`src/hw/rtl/isq_pkg.sv`:
```
// Shared types and constants for the indexed sequence store.
// Used by isq_cell and indexed_sequence_store; depends on nothing.
package isq_pkg;

	localparam int OP_W       = 2;
	localparam int POS_W      = 6;
	localparam int DATA_W     = 32;
	localparam int STATUS_W   = 2;
	localparam int COUNT_O_W  = 7;

	typedef enum logic [OP_W-1:0] {
		OP_APPEND = 2'd0,
		OP_DELETE = 2'd1,
		OP_GET    = 2'd2,
		OP_SET    = 2'd3
	} op_t;

	typedef enum logic [STATUS_W-1:0] {
		ST_DONE     = 2'd0,
		ST_PAST_END = 2'd1,
		ST_FULL     = 2'd2
	} status_t;

	typedef enum logic [1:0] {
		S_IDLE = 2'd0,
		S_READ = 2'd1,
		S_HOLD = 2'd2
	} state_t;

	// Broadcast command to every cell of the chain
	typedef struct packed {
		logic app;
		logic set;
		logic del;
		logic rd_load;
		logic rd_shift;
	} cell_op_t;

endpackage

```
`src/hw/rtl/isq_cell.sv`:
```
// One storage cell of the sequence chain: an entry and a read-lane stage.
// Depends on isq_pkg.
module isq_cell
	import isq_pkg::*;
#(
	parameter int INDEX       = 0,
	parameter int VALUE_WIDTH = 32,
	parameter int CNT_W       = 7
) (
	input  logic                   clk,
	input  cell_op_t               cmd,
	input  logic [POS_W-1:0]       position,
	input  logic [CNT_W-1:0]       count,
	input  logic [VALUE_WIDTH-1:0] wdata,
	input  logic [VALUE_WIDTH-1:0] nb_entry,
	input  logic [VALUE_WIDTH-1:0] nb_rd,
	output logic [VALUE_WIDTH-1:0] entry,
	output logic [VALUE_WIDTH-1:0] rd
);

	localparam int CMP_W = (CNT_W > POS_W) ? CNT_W : POS_W;

	logic [CMP_W-1:0]       idx;
	logic [CMP_W-1:0]       pos_ext;
	logic [CMP_W-1:0]       cnt_ext;
	logic                   at_pos;
	logic                   at_end;
	logic                   above;
	logic [VALUE_WIDTH-1:0] entry_q;
	logic [VALUE_WIDTH-1:0] rd_q;

	assign idx     = CMP_W'(INDEX);
	assign pos_ext = CMP_W'(position);
	assign cnt_ext = CMP_W'(count);
	assign at_pos  = (idx == pos_ext);
	assign at_end  = (idx == cnt_ext);
	assign above   = (idx >= pos_ext);

	// entry: append at the tail, overwrite in place, or pull from the next cell
	always_ff @(posedge clk) begin
		if (cmd.app && at_end) begin
			entry_q <= wdata;
		end else if (cmd.set && at_pos) begin
			entry_q <= wdata;
		end else if (cmd.del && above) begin
			entry_q <= nb_entry;
		end
	end

	// read lane: snapshot the entry, then hand towards cell 0
	always_ff @(posedge clk) begin
		if (cmd.rd_load) begin
			rd_q <= entry_q;
		end else if (cmd.rd_shift) begin
			rd_q <= nb_rd;
		end
	end

	assign entry = entry_q;
	assign rd    = rd_q;

endmodule

```
`src/hw/rtl/indexed_sequence_store.sv`:
```
// Indexed sequence store: a row of CAPACITY cells holding an ordered list.
// Append, delete, set and a get past the end answer through the registered response;
// one such request is taken every cycle while the response side keeps up.
// A get at position p first snapshots the entries into the read lane, which then walks
// the snapshot one cell per cycle towards cell 0. Reset clears the state, the count and
// the response valid flag; the entries and the response payload are not cleared.
module indexed_sequence_store
	import isq_pkg::*;
#(
	parameter int CAPACITY    = 64,
	parameter int VALUE_WIDTH = 32
) (
	input  logic                        clk,
	input  logic                        arst_n,
	// request channel
	input  logic                        req_valid,
	output logic                        req_stall,
	input  logic [OP_W-1:0]             op,
	input  logic [POS_W-1:0]            position,
	input  logic signed [DATA_W-1:0]    value,
	// response channel
	output logic                        rsp_valid,
	input  logic                        rsp_stall,
	output logic signed [DATA_W-1:0]    read_value,
	output logic [STATUS_W-1:0]         status,
	output logic [COUNT_O_W-1:0]        count
);

	localparam int CNT_W = $clog2(CAPACITY + 1);
	localparam int CMP_W = (CNT_W > POS_W) ? CNT_W : POS_W;

	// control state
	state_t               state_q, state_d;
	logic [CNT_W-1:0]     cnt_q, cnt_d;
	logic [POS_W-1:0]     rcnt_q;
	status_t              pend_status_q;
	logic                 rsp_valid_q;
	logic [DATA_W-1:0]    read_value_q;
	logic [STATUS_W-1:0]  status_q;
	logic [COUNT_O_W-1:0] count_q;

	// combinational decisions
	logic                 accept;
	logic                 out_free;
	logic                 full;
	logic                 past_end;
	cell_op_t             cmd;
	logic                 rsp_load;
	logic                 pend_load;
	logic                 rcnt_load;
	logic [DATA_W-1:0]    res_value;
	status_t              res_status;

	// data path
	logic [63:0]            value_ext;
	logic [VALUE_WIDTH-1:0] wdata;
	logic [63:0]            rd0_ext;
	logic [VALUE_WIDTH-1:0] entry_w [CAPACITY];
	logic [VALUE_WIDTH-1:0] rd_w    [CAPACITY];

	assign accept   = req_valid && !req_stall;
	assign out_free = !rsp_valid_q || !rsp_stall;
	assign full     = (cnt_q == CNT_W'(CAPACITY));
	assign past_end = (CMP_W'(position) >= CMP_W'(cnt_q));

	// sign-extend the request value, keep the stored width
	assign value_ext = {{32{value[DATA_W-1]}}, value};
	assign wdata     = value_ext[VALUE_WIDTH-1:0];

	// cell 0's read lane holds the fetched entry; return its low 32 bits
	assign rd0_ext = 64'(rd_w[0]);

	// take no new request while a get walks the lane or a result is parked
	assign req_stall = (state_q != S_IDLE);

	// ------------------------------------------------------------------
	// next state and cell commands
	// ------------------------------------------------------------------
	always_comb begin
		state_d    = state_q;
		cnt_d      = cnt_q;
		cmd        = '0;
		rsp_load   = 1'b0;
		pend_load  = 1'b0;
		rcnt_load  = 1'b0;
		res_value  = '1;
		res_status = ST_DONE;
		unique case (state_q)
			S_IDLE: begin
				if (accept) begin
					unique case (op_t'(op))
						OP_APPEND: begin
							if (full) begin
								res_status = ST_FULL;
							end else begin
								cmd.app = 1'b1;
								cnt_d   = cnt_q + CNT_W'(1);
							end
						end
						OP_DELETE: begin
							if (past_end) begin
								res_status = ST_PAST_END;
							end else begin
								cmd.del = 1'b1;
								cnt_d   = cnt_q - CNT_W'(1);
							end
						end
						OP_GET: begin
							if (past_end) begin
								res_status = ST_PAST_END;
							end else begin
								cmd.rd_load = 1'b1;
								rcnt_load   = 1'b1;
							end
						end
						OP_SET: begin
							if (past_end) begin
								res_status = ST_PAST_END;
							end else begin
								cmd.set = 1'b1;
							end
						end
						default: begin
						end
					endcase
					// every request but a hitting get answers now if the output is free, else parks in S_HOLD
					if (rcnt_load) begin
						state_d = S_READ;
					end else if (out_free) begin
						rsp_load = 1'b1;
					end else begin
						pend_load = 1'b1;
						state_d   = S_HOLD;
					end
				end
			end
			S_READ: begin
				if (rcnt_q == '0) begin
					res_value = rd0_ext[DATA_W-1:0];
					if (out_free) begin
						rsp_load = 1'b1;
						state_d  = S_IDLE;
					end
				end else begin
					cmd.rd_shift = 1'b1;
				end
			end
			S_HOLD: begin
				res_status = pend_status_q;
				if (out_free) begin
					rsp_load = 1'b1;
					state_d  = S_IDLE;
				end
			end
			default: begin
				state_d = S_IDLE;
			end
		endcase
	end

	always_ff @(posedge clk or negedge arst_n) begin
		if (!arst_n) begin
			state_q     <= S_IDLE;
			cnt_q       <= '0;
			rsp_valid_q <= 1'b0;
		end else begin
			state_q <= state_d;
			cnt_q   <= cnt_d;
			if (rsp_load) begin
				rsp_valid_q <= 1'b1;
			end else if (!rsp_stall) begin
				rsp_valid_q <= 1'b0;
			end
		end
	end

	// lane walk counter: load the position, count down as the lane advances
	always_ff @(posedge clk) begin
		if (rcnt_load) begin
			rcnt_q <= position;
		end else if (cmd.rd_shift) begin
			rcnt_q <= rcnt_q - POS_W'(1);
		end
	end

	// park the status of a result that found the response register busy
	always_ff @(posedge clk) begin
		if (pend_load) begin
			pend_status_q <= res_status;
		end
	end

	// response payload; count is the count after the request
	always_ff @(posedge clk) begin
		if (rsp_load) begin
			read_value_q <= res_value;
			status_q     <= res_status;
			count_q      <= COUNT_O_W'(cnt_d);
		end
	end

	assign rsp_valid  = rsp_valid_q;
	assign read_value = read_value_q;
	assign status     = status_q;
	assign count      = count_q;

	// ------------------------------------------------------------------
	// chain of cells; each below the top takes its upper neighbour's entry and lane
	// ------------------------------------------------------------------
	for (genvar i = 0; i < CAPACITY; i++) begin : g_cell
		logic [VALUE_WIDTH-1:0] nb_entry;
		logic [VALUE_WIDTH-1:0] nb_rd;
		if (i == CAPACITY - 1) begin : g_top
			assign nb_entry = entry_w[i];
			assign nb_rd    = rd_w[i];
		end else begin : g_mid
			assign nb_entry = entry_w[i+1];
			assign nb_rd    = rd_w[i+1];
		end
		isq_cell #(
			.INDEX       (i),
			.VALUE_WIDTH (VALUE_WIDTH),
			.CNT_W       (CNT_W)
		) u_cell (
			.clk      (clk),
			.cmd      (cmd),
			.position (position),
			.count    (cnt_q),
			.wdata    (wdata),
			.nb_entry (nb_entry),
			.nb_rd    (nb_rd),
			.entry    (entry_w[i]),
			.rd       (rd_w[i])
		);
	end

	// ------------------------------------------------------------------
	// checks
	// ------------------------------------------------------------------
	a_count_bound: assert property (@(posedge clk) disable iff (!arst_n)
		cnt_q <= CNT_W'(CAPACITY))
		else $error("entry count beyond capacity");

	a_hold_needs_busy_out: assert property (@(posedge clk) disable iff (!arst_n)
		(state_q == S_HOLD) |-> rsp_valid_q)
		else $error("result parked while response register free");

	a_full_keeps_count: assert property (@(posedge clk) disable iff (!arst_n)
		(accept && (op_t'(op) == OP_APPEND) && full) |=> $stable(cnt_q))
		else $error("dropped append changed the count");

	a_full_status_count: assert property (@(posedge clk) disable iff (!arst_n)
		(rsp_valid_q && (status_q == ST_FULL)) |-> (count_q == COUNT_O_W'(CAPACITY)))
		else $error("full status with count below capacity");

endmodule
```
`config.mk`:
```
export PLATFORM = sky130hd
export DESIGN_NAME = indexed_sequence_store
export DESIGN_NICKNAME = d
export VERILOG_FILES = /design/src/hw/rtl/isq_pkg.sv /design/src/hw/rtl/isq_cell.sv /design/src/hw/rtl/indexed_sequence_store.sv
export SDC_FILE = /design/constraint.sdc
export NUM_CORES = 2
export LEC_CHECK = 0
export BUFFER_PORTS_ARGS = -buffer_cell sky130_fd_sc_hd__buf_2
export CAP_MARGIN = 40
export CORE_UTILIZATION = 60
export CTS_CLUSTER_DIAMETER = 150
export DETAILED_ROUTE_END_ITERATION = 8
export PLACE_DENSITY = 0.76
export SYNTH_ARGS = -nofsm -noshare
export SYNTH_HDL_FRONTEND = slang
export SYNTH_SLANG_ARGS = --single-unit
```
`constraint.sdc`:
```
create_clock -name clk -period 86.8 [get_ports clk]
set_input_delay 8.68 -clock clk [delete_from_list [all_inputs] [get_ports clk]]
set_output_delay 8.68 -clock clk [all_outputs]
set_load 0.1 [all_outputs]
```
=== Word-level counts from Yosys, hierarchy flattened ===
Cells that the tools add are included.

* Output and inout bits: 43
* Logic and storage cells: 970
* Input port bits: 44
* Flip-flop bits (word level): 4155

* Muxes and demuxes: 360
* Reduce and logical (&&, ||, !) cells: 271
* Add/subtract/negate cells: 3
* Magnitude comparators: 64
* Eq/ne operators: 136

{| class="wikitable"
|+ Operator list
! operator !! count
|-
| 32-bit two-way mux || 317
|-
| 6-bit by 7-bit == test with 1-bit output, first input constant || 32
|-
| 6-bit == test, first input constant || 32
|-
| 1-bit logical AND || 192
|-
| 3-bit nonzero test || 63
|-
| 6-bit greater-or-equal comparator, first input constant || 31
|-
| 5-bit by 7-bit == test with 1-bit output, first input constant || 16
|-
| 5-bit by 6-bit == test with 1-bit output, first input constant || 16
|-
| 5-bit by 6-bit greater-or-equal comparator with 1-bit output, first input constant || 16
|-
| 4-bit by 7-bit == test with 1-bit output, first input constant || 8
|-
| 4-bit by 6-bit == test with 1-bit output, first input constant || 8
|-
| 4-bit by 6-bit greater-or-equal comparator with 1-bit output, first input constant || 8
|-
| 3-bit by 7-bit == test with 1-bit output, first input constant || 4
|-
| 7-bit two-way mux || 4
|-
| 3-bit by 6-bit == test with 1-bit output, first input constant || 4
|-
| 3-bit by 6-bit greater-or-equal comparator with 1-bit output, first input constant || 4
|-
| 1-bit two-way mux || 23
|-
| 2-bit by 7-bit == test with 1-bit output, first input constant || 2
|-
| 7-bit logical NOT || 2
|-
| 2-bit two-way mux || 7
|-
| 7-bit case mux with 2 select lines || 1
|-
| 2-bit by 6-bit == test with 1-bit output, first input constant || 2
|-
| 1-bit by 6-bit greater-or-equal comparator with 1-bit output, first input constant || 2
|-
| 2-bit by 6-bit greater-or-equal comparator with 1-bit output, first input constant || 2
|-
| 25 further kinds || 38
|}

=== Depth between registers and ports, before layout ===
* Word-level depth: 9
* Mapped depth: 14
* Depth with buffers taken out: 8

=== Worst setup path after synthesis ===
No wires, ideal clock.

* Path type: input to register
* Start point: input position[0]
* End point: register g_cell[0].u_cell.rd_q[0], enable pin
* Data arrival time: 35.442 ns
* Setup time: 1.586 ns
* Required time: 85.214 ns
* Setup slack: 49.772 ns
* Stages: 13
* Buffers on the path: 5
* Cell sequence: clkbuf_1 inv_1 ha_1 nand2b_1 a211oi_2 o21ai_0 or3_1 clkbuf_1 inv_2 buf_2 buf_2 buf_2 or2_2

{| class="wikitable"
|+ RTL lines
! element !! RTL line !! source
|-
| from (decl) || indexed_sequence_store.sv:19 || <nowiki>input logic [POS_W-1:0] position,</nowiki>
|-
| to (signal assigned) || isq_cell.sv:53 || <nowiki>rd_q <= entry_q;</nowiki>
|-
| to (signal assigned) || isq_cell.sv:55 || <nowiki>rd_q <= nb_rd;</nowiki>
|-
| to (decl) || isq_cell.sv:30 || <nowiki>logic [VALUE_WIDTH-1:0] rd_q;</nowiki>
|}

=== Worst setup path after layout ===
* Start point: input position[0]
* End point: register g_cell[38].u_cell.rd_q[9], enable pin

* Word-level cells in the longest chain between the ends: 6

{| class="wikitable"
|+ RTL lines
! element !! RTL line !! source
|-
| 6-bit by 7-bit greater-or-equal comparator with 1-bit output || indexed_sequence_store.sv:64 || <nowiki>assign past_end = (CMP_W'(position) >= CMP_W'(cnt_q));</nowiki>
|-
| 1-bit two-way mux || indexed_sequence_store.sv:109 || <nowiki>if (past_end) begin</nowiki>
|-
| 1-bit two-way mux || indexed_sequence_store.sv:91 || <nowiki>unique case (op_t'(op))</nowiki>
|-
| 4-bit two-way mux || indexed_sequence_store.sv:90 || <nowiki>if (accept) begin</nowiki>
|-
| 4-bit two-way mux || indexed_sequence_store.sv:88 || <nowiki>unique case (state_q)</nowiki>
|-
| 2-bit nonzero test (no line) || n/a ||
|-
| to (signal assigned) || isq_cell.sv:53 ||
|-
| to (signal assigned) || isq_cell.sv:55 ||
|-
| to (decl) || isq_cell.sv:30 ||
|}

Every way passes these cells.
A chain may end at the register's enable or synchronous reset.

==> key figures <==
Status
  – Result of the run: complete, no violations

Yosys
  – Post-synthesis sequential area ratio: 70.43%
  – Number of synthesized register bits: 4,155
  – Yosys warnings: 0
  – Cell types with the largest area share after synthesis: edfxtp_1 70%, mux2_2 23%, mux2_1 1.6%, buf_2 1.0%, mux2_4 0.75%
  – Area share of the largest cell type after synthesis: 70.29%
  – Library cell occupying the most area in the post-synthesis netlist: edfxtp_1
  – Count of cell types in the netlist: 77
  – Share of async-settable or async-resettable flops after synthesis: 0.2407%
  – Count of flip-flops with a built-in enable after synthesis: 4,145
  – Leading register cell type out of synthesis: edfxtp_1
  – Syn nets: 9,509
  – Post-Synthesis Cell Area: 177,100 um2
  – Syn avg cell area: 18.74 um2
  – Synthesized netlist cell count: 9,449

Clock tree
  – Clock tree sinks: 4,155
  – Cells resized by post-CTS repair: 0
  – Hold_buf cts: 0
  – H-tree lvl count: 5
  – Largest buffer count on any clock path: 4
  – Clock transition at path regs: 0.06 ns
  – Later-pin clock latency in the skew report: 0.94 ns
  – Postcts setup bufs: 0
  – Inserted Clock Buffers: 411
  – Clock Tree Root: clkbuf_16
  – Clock tree from TritonCTS: built

Power and ir drop
  – Switching component of the power: 1.360 mW
  – Power Dens Cells: 28.10 nW/um2
  – Total power consumption of the routed design: 5.529 mW
  – Leakage component of the power: 64.36 nW
  – Clock share of power: 31.1%
  – Combinational cell fraction of total power: 15.3%
  – Internal power: 4.169 mW
  – Sw Share: 24.59%
  – IR Drop Worst-Case VDD: 0.00002766 V
  – Flop pwr share: 53.6%

Floorplan
  – Die Y: 545.3 um
  – Die area: 297,300 um2
  – Number of top-level pins: 87
  – Die outline width: 545.3 um
  – Total number of placement rows: 199
  – Starting utilization of the core area: 60.27%
  – Placeable core region: 293,800 um2

Critical path
  – Crit-path slowest cell: or2_4
  – Largest fanout on the critical path: 173
  – CP top delay family: buffers and inverters
  – Capture point of the worst reg-to-reg path: g_cell[38].u_cell.rd[9]$_DFFE_PP_
  – CP Data Required Time: 87.38 ns
  – Crit Path Class: in -> reg
  – Crit. End Element: register
  – Element type at the critical path start: input port
  – Cell count of the worst reg-to-reg path: 16
  – Cells along the critical path: buf_2 > inv_1 > ha_1 > nand2b_1 > a211oi_2 > o21ai_0 > or3_4 > inv_8 > buf_16 > or2_4 > buf_4 > buf_12 > buf_4 > buf_16 > buf_4 > buf_16 > buf_4 > buf_16
  – Worst R2R Setup Slack: 79.25 ns
  – Buffers plus inverters on the worst setup path: 12
  – Reg-to-reg startpoint: cnt_q[3]$_DFF_PN0_
  – Arrival time reported for the critical path endpoint: 15.58 ns
  – Highest cell delay on the worst timing path: 0.69 ns

Finish
  – Most common library cell in the layout ignoring fill and taps: edfxtp_1
  – Fin area: 196,700 um2
  – Top library cells by usage in the layout, fill and taps aside: 4,145 x edfxtp_1, 3,694 x mux2_2, 415 x clkbuf_16
  – Synth-to-layout area growth: 11.11%
  – Number of fillers in the final layout: 18.63k
  – Ratio of cells with drive above 1 in the final layout: 49.32%
  – Final design utilization: 66.96%
  – Count of nets after finishing: 9,575

GRT
  – Overflow after GRT: 0
  – Number of global-route vias before repair: 91.80k
  – Pin count of the biggest net entering global routing: 180
  – Global-route wire length before repair: 572.3 mm
  – Global Route Usage Sum: 25.03%
  – Initial antenna violation count: 18

STA
  – Worst Hold Slack: 0.4447 ns
  – Number of pins exceeding their max-slew limit in the final report: 0
  – Relative max-transition margin: 19.84%
  – Period utilisation layout: 17.27%
  – Post-route clock skew: 0.04748 ns
  – Transition time at the pin with the least slew margin: 1.202 ns
  – Final hold violation count: 0
  – Clock period minus worst slack: 14.99 ns
  – Maximum frequency from static timing analysis: 66.69 MHz
  – Accumulated negative setup slack: 0 ns
  – Unrepaired setup endpoints after global routing: no
  – Number of failing setup endpoints in the final timing report: 0

Run
  – Number of max-cap violations: 0

Place
  – Area post-placement: 183,700 um2
  – Placer's final routability congestion estimate: 0.9138
  – Final HPWL from detailed placement: 223.2 mm
  – IO buf count: 86

Routing
  – Total wirelength of the detailed-routed design: 372.3 mm
  – Vias after detailed routing: 84.75k
  – Drt initial violations: 7,084
  – Via-per-instance ratio: 6.152
  – Detailed-route wire length per cell: 27.03 um
  – Iteration count of the initial detailed-routing pass: 6
  – Total DRC errors in the routed layout: 0
  – Antenna viol nets, final: 0

Worst hold path
  – Capture endpoint of the worst hold path: g_cell[63].u_cell.rd[13]$_DFFE_PP_
  – WHS Path Cells: 0
  – Hold Crit Start: g_cell[63].u_cell.entry[13]$_DFFE_PP_
  – Path category of the worst min-delay check: reg -> reg
layer usage:
layer  wire [um]  share of wire, %  vias to the layer above  GRT usage [%]
met4        9576               2.6                        0          6.677
met5           0                 0                        -              0
met3       17600               4.7                      562          3.376
met2      193900                52                     1974          43.97
met1      151200                41                    44920          32.85
li1            -                 -                    37300              -
logic make-up (layout without fill, tap and decap cells):
family          after synthesis  in the layout  share of synthesized area [%]
flops                      4155           4155                          70.43
mux                        4038           4038                          25.87
buf+inv                     725           1132                          1.879
simple gates                306            306                         0.8416
compound gates              203            203                         0.8366
fa+ha+maj                    16             16                         0.1131
xor+xnor                      6              6                        0.02968
other cells                   0              1                              0
layout make-up:
type	count	area (um2)	area share, %
well taps	3919	4903	2.492
clock buffers	504	10730	5.453
multi-input cells	4569	50310	25.57
clock inverters	250	2277	1.157
repair buffers	359	3721	1.891
diodes	1	2.502	0.001272
inverters	19	78.83	0.04007
flip-flops and latches	4155	124700	63.39
flip-flops by register name, indices dropped and copies added, names as in the netlist, 2 cells and up:
register / cells
g_cell.u_cell.entry: 2048
g_cell.u_cell.rd: 2048
cnt_q: 7
state_q: 2
pend_status_q: 2
count: 7
status: 2
rcnt_q: 6
read_value: 32
power by group through the flow:
stage	clock, mW	sequential (mW)	combinational, mW
finish	1.72	2.96	0.844
global route	1.82	3.00	0.906
CTS	1.75	2.97	0.855
detailed placement	0	3.01	0.846
global placement	0	3.01	0.788
floorplan	0	3.41	0.584
how the worst max path moves through the flow:
stage,from,end,slack [ns],cells after the start
detailed placement,position[4],g_cell[37].u_cell.rd[2]$_DFFE_PP_,70.76,17
CTS,position[0],g_cell[38].u_cell.rd[10]$_DFFE_PP_,71.78,18
global placement,position[4],g_cell[37].u_cell.rd[2]$_DFFE_PP_,69.47,13
floorplan,position[0],g_cell[0].u_cell.rd[0]$_DFFE_PP_,49.77,13
finish,position[0],g_cell[38].u_cell.rd[9]$_DFFE_PP_,71.81,18
global route,position[0],g_cell[39].u_cell.rd[11]$_DFFE_PP_,71.29,18
worst register-to-register path, delay by kind of cell, from the launching register on:
| family | cells | cell delay (ns) |
|---|---|---|
| simple gates | 3 | 1.67 |
| flops | 1 | 0.75 |
| buf+inv | 11 | 4.13 |
| compound gates | 1 | 0.39 |
| fa+ha+maj | 1 | 0.21 |
cells in the mapped netlist, types with 38 or more instances:
master,count
mux2_4,89
o21ai_0,42
mux2_2,3694
buf_2,370
a31oi_1,38
nand2_1,60
clkbuf_1,273
buf_1,43
nor2_1,103
mux2_1,251
edfxtp_1,4145
or2_2,39
per-stage QoR:
step                worst slack (ns)  cells
finish                         71.81  13780
detailed placement             70.76  13020
floorplan                      49.77   9449
CTS                            71.78  13770
global route                   71.29  13780
global placement               69.47  12950
Note: power is estimated with default switching activity, not from simulation.
